==> config.mk <==
export PLATFORM = sky130hd
export DESIGN_NAME = incp_diff
export DESIGN_NICKNAME = d
export VERILOG_FILES = /design/src/rtl/incp_pkg.sv /design/src/rtl/incp_diff.sv
export SDC_FILE = /design/constraint.sdc
export NUM_CORES = 1
export LEC_CHECK = 0
export ABC_AREA = 1
export BUFFER_PORTS_ARGS = -buffer_cell sky130_fd_sc_hd__buf_2
export CAP_MARGIN = 0
export CORE_ASPECT_RATIO = 1.5
export CORE_MARGIN = 8
export CORE_UTILIZATION = 56
export DETAILED_ROUTE_END_ITERATION = 8
export PLACE_DENSITY = 0.9
export SYNTH_ARGS = -nofsm -noshare
export SYNTH_HDL_FRONTEND = slang
export SYNTH_SLANG_ARGS = --single-unit
==> constraint.sdc <==
create_clock -name clk -period 0.8 [get_ports clk]
set_input_delay 0 -clock clk [delete_from_list [all_inputs] [get_ports clk]]
set_output_delay 0 -clock clk [all_outputs]
set_load 0.02 [all_outputs]
==> src/rtl/incp_pkg.sv <==
// Shared widths, types and helpers for the incircle predicate pipeline.
// Depends on nothing; every other file imports it.
package incp_pkg;

	// Coordinate width of the input fields.
	localparam int COORD_WIDTH = 16;

	// A coordinate difference needs one bit more than a coordinate.
	localparam int DIFF_W = COORD_WIDTH + 1;
	// Signed product of two differences.
	localparam int PROD_W = 2 * DIFF_W;
	// Magnitude of a lifted term or of a 2x2 cross term.
	localparam int MAG_W  = 2 * COORD_WIDTH + 2;
	// Halves used to split the wide lift-times-cross multiplication.
	localparam int HALF_W = (MAG_W + 1) / 2;
	localparam int PAD_W  = 2 * HALF_W;
	// Magnitude of one lift-times-cross product.
	localparam int TERM_W = 2 * PAD_W;
	// The full determinant, with headroom for the three-way sum and sign.
	localparam int DET_W  = TERM_W + 3;

	typedef logic [COORD_WIDTH-1:0]  coord_t;
	typedef logic signed [DIFF_W-1:0] diff_t;
	typedef logic signed [PROD_W-1:0] prod_t;
	typedef logic [MAG_W-1:0]         mag_t;
	typedef logic [HALF_W-1:0]        half_t;
	typedef logic [PAD_W-1:0]         part_t;
	typedef logic [TERM_W-1:0]        term_t;
	typedef logic signed [DET_W-1:0]  det_t;

	// Differences against the query point (rows) and against vertex c.
	typedef struct packed {
		diff_t [2:0] mx;
		diff_t [2:0] my;
		diff_t [1:0] ox;
		diff_t [1:0] oy;
	} diffs_t;

	// Lifted terms, cross terms in sign-magnitude form and the orientation.
	typedef struct packed {
		mag_t [2:0] lift;
		mag_t [2:0] cross_mag;
		logic [2:0] cross_neg;
		logic       ccw;
	} minors_t;

	// Exact signed difference of two coordinates.
	function automatic diff_t coord_sub(input coord_t a, input coord_t b);
		diff_t ea;
		diff_t eb;
		ea = diff_t'({a[COORD_WIDTH-1], a});
		eb = diff_t'({b[COORD_WIDTH-1], b});
		return ea - eb;
	endfunction

endpackage

==> src/rtl/incp_diff.sv <==
// First pipeline stage: coordinate differences for both determinants.
// Depends on incp_pkg.
module incp_diff import incp_pkg::*; (
	input  logic   clk,
	input  logic   arst_n,
	input  logic   in_valid,
	input  coord_t ax,
	input  coord_t ay,
	input  coord_t bx,
	input  coord_t by,
	input  coord_t cx,
	input  coord_t cy,
	input  coord_t px,
	input  coord_t py,
	output logic   valid_s1,
	output diffs_t diffs_s1
);

	// Valid bit of the stage.
	always_ff @(posedge clk or negedge arst_n) begin
		if (!arst_n) begin
			valid_s1 <= 1'b0;
		end else begin
			valid_s1 <= in_valid;
		end
	end

	// Vertices relative to the query point, and a, b relative to c.
	always_ff @(posedge clk) begin
		diffs_s1.mx[0] <= coord_sub(ax, px);
		diffs_s1.my[0] <= coord_sub(ay, py);
		diffs_s1.mx[1] <= coord_sub(bx, px);
		diffs_s1.my[1] <= coord_sub(by, py);
		diffs_s1.mx[2] <= coord_sub(cx, px);
		diffs_s1.my[2] <= coord_sub(cy, py);
		diffs_s1.ox[0] <= coord_sub(ax, cx);
		diffs_s1.oy[0] <= coord_sub(ay, cy);
		diffs_s1.ox[1] <= coord_sub(bx, cx);
		diffs_s1.oy[1] <= coord_sub(by, cy);
	end

endmodule

==> results.txt, run 1 <==
* Total clock buffers created by CTS: 17
- Number of clock sinks seen by CTS: 171
* Largest cells by area after synthesis: sky130_fd_sc_hd__nand2_1 26%, sky130_fd_sc_hd__dfxtp_1 25%, sky130_fd_sc_hd__inv_1 15%, sky130_fd_sc_hd__ha_1 15%, sky130_fd_sc_hd__nand3_1 4.2%
- For this configuration, the core starts out at a cell density of 56.9%.
* Parity-gate share of the synthesized area counting xor and xnor cells: 4.56%
- In the global route stage, overall resource usage came out at 69.9%.
- In this run, distinct cell masters in the synthesized netlist total 14.
* GR Overflow Total: 28
* Register area share after synthesis: 25.5%
- Once placement finished, the instance area stood at 19100 µm².
- Summing the areas of all and, or, nand and nor instances in the mapped netlist gives 34.6% of the synthesized area.
- Dpl cells: 3060
- Measured against the total synthesized area, the mux share comes to 0%.
- Dominant combinational cell family by area after synthesis: simple AND/OR/NAND/NOR gates
- The biggest area contributor in the post-synthesis netlist is sky130_fd_sc_hd__nand2_1.
- Gate Count Post-Synth: 2239
- Dpl hpwl: 42900 µm
- Number of top-level pins: 302
- Summing the areas of all fa, ha and maj instances in the mapped netlist gives 16.4% of the synthesized area.
- The synthesized netlist occupies a cell area of 13500 µm².
- Max clock buf depth: 2
- The flow did not finish.
* Maximum number of pins on one net before global-route repair: 17
- Port-buffer cells: 301
* First error line in the log: [ERROR GRT-0116] Global routing finished with congestion. Check the congestion regions in the DRC Viewer.
- It got as far as global routing and failed there.
- Height of the die: 206 µm
- Synth Area in Compound Gates: 3.72%
- Horiz. Die Dim: 143 µm
* Max H-tree Level: 4
* Nets in the synthesized netlist: 2540
* Final weighted congestion in routability-driven placement: 1.00
* Root buffer cell: sky130_fd_sc_hd__clkbuf_16
* Via count of the first global-routing pass: 24163
- During synthesis, Yosys emitted a total of 0 warnings.
- The first global-routing pass estimated 153000 µm of wire.
* Average cell area after synthesis: 6.01 µm²
- Number of register bits inferred by synthesis: 171
- Fraction of post-synthesis cell area in the top cell type by area: 26.2%
* Number of placement rows: 69
==> what timing repair did <==
item | 4_1_cts
buffers inserted | 32
endpoints found under the setup margin | 296
pin swaps | 214
hold buffers | 13
hold endpoints to repair | 22
gates resized for setup | 953
==> logic make-up after synthesis <==
group | Yosys count
buffers and inverters | 549
adders and majority gates | 170
DFF | 171
and+or+nand+nor | 1179
xor gates and xnor gates | 70
AOI/OAI and AO/OA | 100
==> metrics by stage <==
step	hold slack, ns	setup WS, ns
after CTS	-0.0838	-0.160
after detailed placement	-0.225	-0.882
after floorplan	-0.296	-0.355
after global placement	-0.226	-0.775
==> Yosys cell counts <==
library cell and number:
sky130_fd_sc_hd__or2_1 12, sky130_fd_sc_hd__dfxtp_1 170, sky130_fd_sc_hd__fa_1 10, sky130_fd_sc_hd__xor2_1 48
sky130_fd_sc_hd__xnor2_1 22, sky130_fd_sc_hd__nand2_1 938, sky130_fd_sc_hd__ha_1 160, sky130_fd_sc_hd__nand3_1 113
sky130_fd_sc_hd__a21oi_1 100, sky130_fd_sc_hd__nand2_2 3, sky130_fd_sc_hd__nor2_1 73, sky130_fd_sc_hd__inv_1 549
sky130_fd_sc_hd__nor3_1 40, sky130_fd_sc_hd__dfrtp_1 1
==> per-layer routing <==
layer | GRT overflow | global-route usage [%]
met2 | 16 | 89.4
met4 | 11 | 74.9
met5 | 0 | 27.5
met1 | 1 | 63.5
met3 | 0 | 56.5
==> run 2, diff against run 1 <==
--- a/config.mk
+++ b/config.mk
@@ -8,11 +8,10 @@
 export ABC_AREA = 1
 export BUFFER_PORTS_ARGS = -buffer_cell sky130_fd_sc_hd__buf_2
 export CAP_MARGIN = 0
-export CORE_ASPECT_RATIO = 1.5
 export CORE_MARGIN = 8
-export CORE_UTILIZATION = 56
+export CORE_UTILIZATION = 40
 export DETAILED_ROUTE_END_ITERATION = 8
-export PLACE_DENSITY = 0.9
+export PLACE_DENSITY_LB_ADDON = 0.15
 export SYNTH_ARGS = -nofsm -noshare
 export SYNTH_HDL_FRONTEND = slang
 export SYNTH_SLANG_ARGS = --single-unit
==> run 2 against run 1 <==
The flow now finishes, with violations (negative hold slack, negative setup slack). Synthesized cell count unchanged. Synthesized area did not move.
==> results.txt, run 2 <==
* Mapped cell area: 13500 µm² (unchanged)
* Final Hold Slack: -0.113 ns
- For this block, the initial DRC count from the detailed router was 596.
- Mean routed wirelength per cell: 16.4 µm
- In the routed design, unresolved DRC markers number 0.
* P per Cell Area: 1650 nW/µm²
- Based on the critical path, the design can be clocked at up to 991 MHz.
* Port-buffer cells: 301 (unchanged)
* Nets in the synthesized netlist: 2540 (unchanged)
- The initial antenna violation count is 0.
- Top-count cell post-synth: sky130_fd_sc_hd__nand2_1 (unchanged)
* Max Slew Vio Count: 0
- Data arrival time at the worst-slack endpoint: 1.37 ns
* Worst slew margin: 69.6%
- Most instantiated flip-flop cell in the synthesis netlist: sky130_fd_sc_hd__dfxtp_1 (unchanged)
* Number of vias after detailed routing: 15623
- Of the cells placed in the final design, the portion with a size suffix greater than 1 is 55.4%.
* Number of register bits inferred by synthesis: 171 (unchanged)
- Along the worst hold path, the cell count comes to 3.
- The die covers 39800 µm².
- Max H-tree Level: 4 (unchanged)
* Via count of the first global-routing pass: 15889
- In this run the most critical hold path is launched from cx[1].
* Yosys top cell by area: sky130_fd_sc_hd__nand2_1 (unchanged)
* Clock tree from TritonCTS: done
- The detail route stage leaves a number of antenna-violating nets equal to 0.
- The first detailed-routing pass ran for 5 iterations.
- In the finished design, the share of the clock period the worst path needs comes to 126%.
* Number of clock sinks seen by CTS: 171 (unchanged)
* Unrepaired setup endpoints after global routing: true
- Total area of multi-input combinational cells: 12700 µm²
* Area Overhead vs Synth: 85.3%
- Root buffer cell: sky130_fd_sc_hd__clkbuf_16 (unchanged)
* Area post-placement: 19300 µm² (was 19100 µm²)
* Number of distinct standard cells referenced by the synthesized netlist: 14 (unchanged)
- CP max FO: 4
* Asr flop ratio synth: 0.585% (unchanged)
* Worst setup SP type: input pin
- Most used cells in the layout excluding fill and tap cells: 610 x sky130_fd_sc_hd__nand2_1, 436 x sky130_fd_sc_hd__inv_1, 247 x sky130_fd_sc_hd__buf_4, 210 x sky130_fd_sc_hd__buf_6, 189 x sky130_fd_sc_hd__nand2_2
- Largest cells by area after synthesis: sky130_fd_sc_hd__nand2_1 26%, sky130_fd_sc_hd__dfxtp_1 25%, sky130_fd_sc_hd__inv_1 15%, sky130_fd_sc_hd__ha_1 15%, sky130_fd_sc_hd__nand3_1 4.2% (unchanged)
- The share of Yosys cell area claimed by the top area cell type was 26.2% (unchanged).
* Average cell area after synthesis: 6.01 µm² (unchanged)
- At the pin with the least slew margin, the transition time is 0.455 ns.
* Final nets: 3141
- Wires add up to 54100 µm.
- Worst min-delay path endpoint: diffs_s1[35]
* Final hold violations: 11
- Final setup violating endpoints: 263
- Horiz. Die Dim: 199 µm (was 143 µm)
- Summed over all cells, the static leakage comes to 0.0134 µW.
* MaxCap Viol Count: 0
* Dpl hpwl: 40900 µm (was 42900 µm)
* IR Drop Worst-Case VDD: 1660 µV
- Critical path class: in2reg
- STA classifies the critical path endpoint as a flip-flop.
- The largest buffer count on any clock path came to 2 (unchanged).
- Clock slew at reported path FFs: 0.08 ns
- Worst setup path startpoint: py[11]
- The initial standard-cell utilization of the core was 40.3% (was 56.9%).
- Register area share after synthesis: 25.5% (unchanged)
* FF+latch area: 3650 µm²
* Overall Power: 41100 µW
- STA puts the critical path data required time at 1.16 ns.
* Area of the core: 33400 µm²
* Violated checks: negative hold slack, negative setup slack
- Number of top-level pins: 302 (unchanged)
- The number of enable flip-flop cells after synthesis came to 0 (unchanged).
- Total clock buffers created by CTS: 17 (unchanged)
* Via count normalized by instance count: 4.73
* Maximum number of pins on one net before global-route repair: 19
- Count of hold buffers inserted by post-cts repair: 15 (was 13)
* Total GRT Usage: 25.6%
- After routing the design area is 24900 µm².
- Leaving out fill and tap cells, the most frequent cell in the layout is sky130_fd_sc_hd__nand2_1.
* Gate Count Post-Synth: 2239 (unchanged)
- Once layout is complete, the utilization of the core stands at 74.7%.
- The first global-routing pass estimated 79800 µm of wire.
- Accumulated negative setup slack: -27.00 ns
- The routability-driven placement congestion ratio was 0.925 (was 1.00).
- Run status: complete, but fails checks (was aborted with a tool error)
* Number of flip-flops in the largest register: 170
* GR Overflow Total: 0
* Height of the die: 199 µm (was 206 µm)
- The path class of the tightest hold or removal check is in2reg.
* Most used standard cells in the synthesized netlist: 938 x sky130_fd_sc_hd__nand2_1, 549 x sky130_fd_sc_hd__inv_1, 170 x sky130_fd_sc_hd__dfxtp_1 (unchanged)
* Fin crit period: 1.01 ns
- Across all setup checks in the final design, the least slack found is -0.210 ns.
- Fillers: 2450
- Number of warnings issued by yosys: 0 (unchanged)
- Number of placement rows: 67 (was 69)
[run 2: cell counts after synthesis]
No cell type changed its count.
[run 2: logic make-up after synthesis]
group | synth area share (%)
xor gates and xnor gates | 4.56
DFF | 25.5
buffers and inverters | 15.3
adders and majority gates | 16.4
AOI/OAI and AO/OA | 3.72
and+or+nand+nor | 34.6
[run 2: worst max-delay path: stages]
cell and delay (ns):
sky130_fd_sc_hd__buf_8 0.08, sky130_fd_sc_hd__clkinvlp_4 0.22, sky130_fd_sc_hd__ha_4 0.38, sky130_fd_sc_hd__nand2_1 0.11, sky130_fd_sc_hd__inv_1 0.09, sky130_fd_sc_hd__nand2_1 0.10
sky130_fd_sc_hd__nor3_2 0.21, sky130_fd_sc_hd__nand2_4 0.08, sky130_fd_sc_hd__nand3_2 0.06, sky130_fd_sc_hd__nand2_1 0.04
[run 2: cell type report]
| class | instances | share of cell area [%] |
|---|---|---|
| multi-input combinational | 1519 | 51.1 |
| timing repair buffer | 582 | 20.5 |
| sequential | 171 | 14.6 |
| inverter | 549 | 9.19 |
| tap | 448 | 2.25 |
| clock buffer | 17 | 1.71 |
| clock inverter | 15 | 0.567 |
| antenna | 1 | 0.0100 |
[run 2: routing by layer]
layer,track usage [%],wire [µm],up-vias,share of wire (%)
met5,0,0,-,0
met4,10.7,2120,0,3.9
met3,4.38,2720,107,5.0
met2,49.3,29100,393,54
met1,27.1,20200,7230,37
li1,-,-,7893,-
[run 2: how the worst max path moves through the flow]
stage	endpoint	slack (ns)	depth (start not counted)
floorplan	diffs_s1[65]	-0.36	11
global placement	diffs_s1[84]	-0.84	12
detailed placement	diffs_s1[80]	-0.88	12
CTS	valid_s1	-0.19	1
global route	diffs_s1[101]	-0.27	11
finish	diffs_s1[101]	-0.21	10
[run 2: repair_timing]
action,CTS,global route
setup buffers,22,34
hold endpoints to repair,25,12
pin swaps,201,305
endpoints found under the setup margin,286,282
cloned,0,0
gates resized for setup,893,479
[run 2: power by group]
part / internal, µW / switching, µW
clock: 4160 / 4350
combinational: 9740 / 11200
sequential: 10600 / 1010
[run 2: through the flow]
step,setup WS (ns),cells
final,-0.210,3302
after global routing,-0.266,3301
after CTS,-0.189,3267
after detailed placement,-0.884,3198
after global placement,-0.843,3198
after floorplan,-0.355,2239
Note: power is estimated with default switching activity, not from simulation.
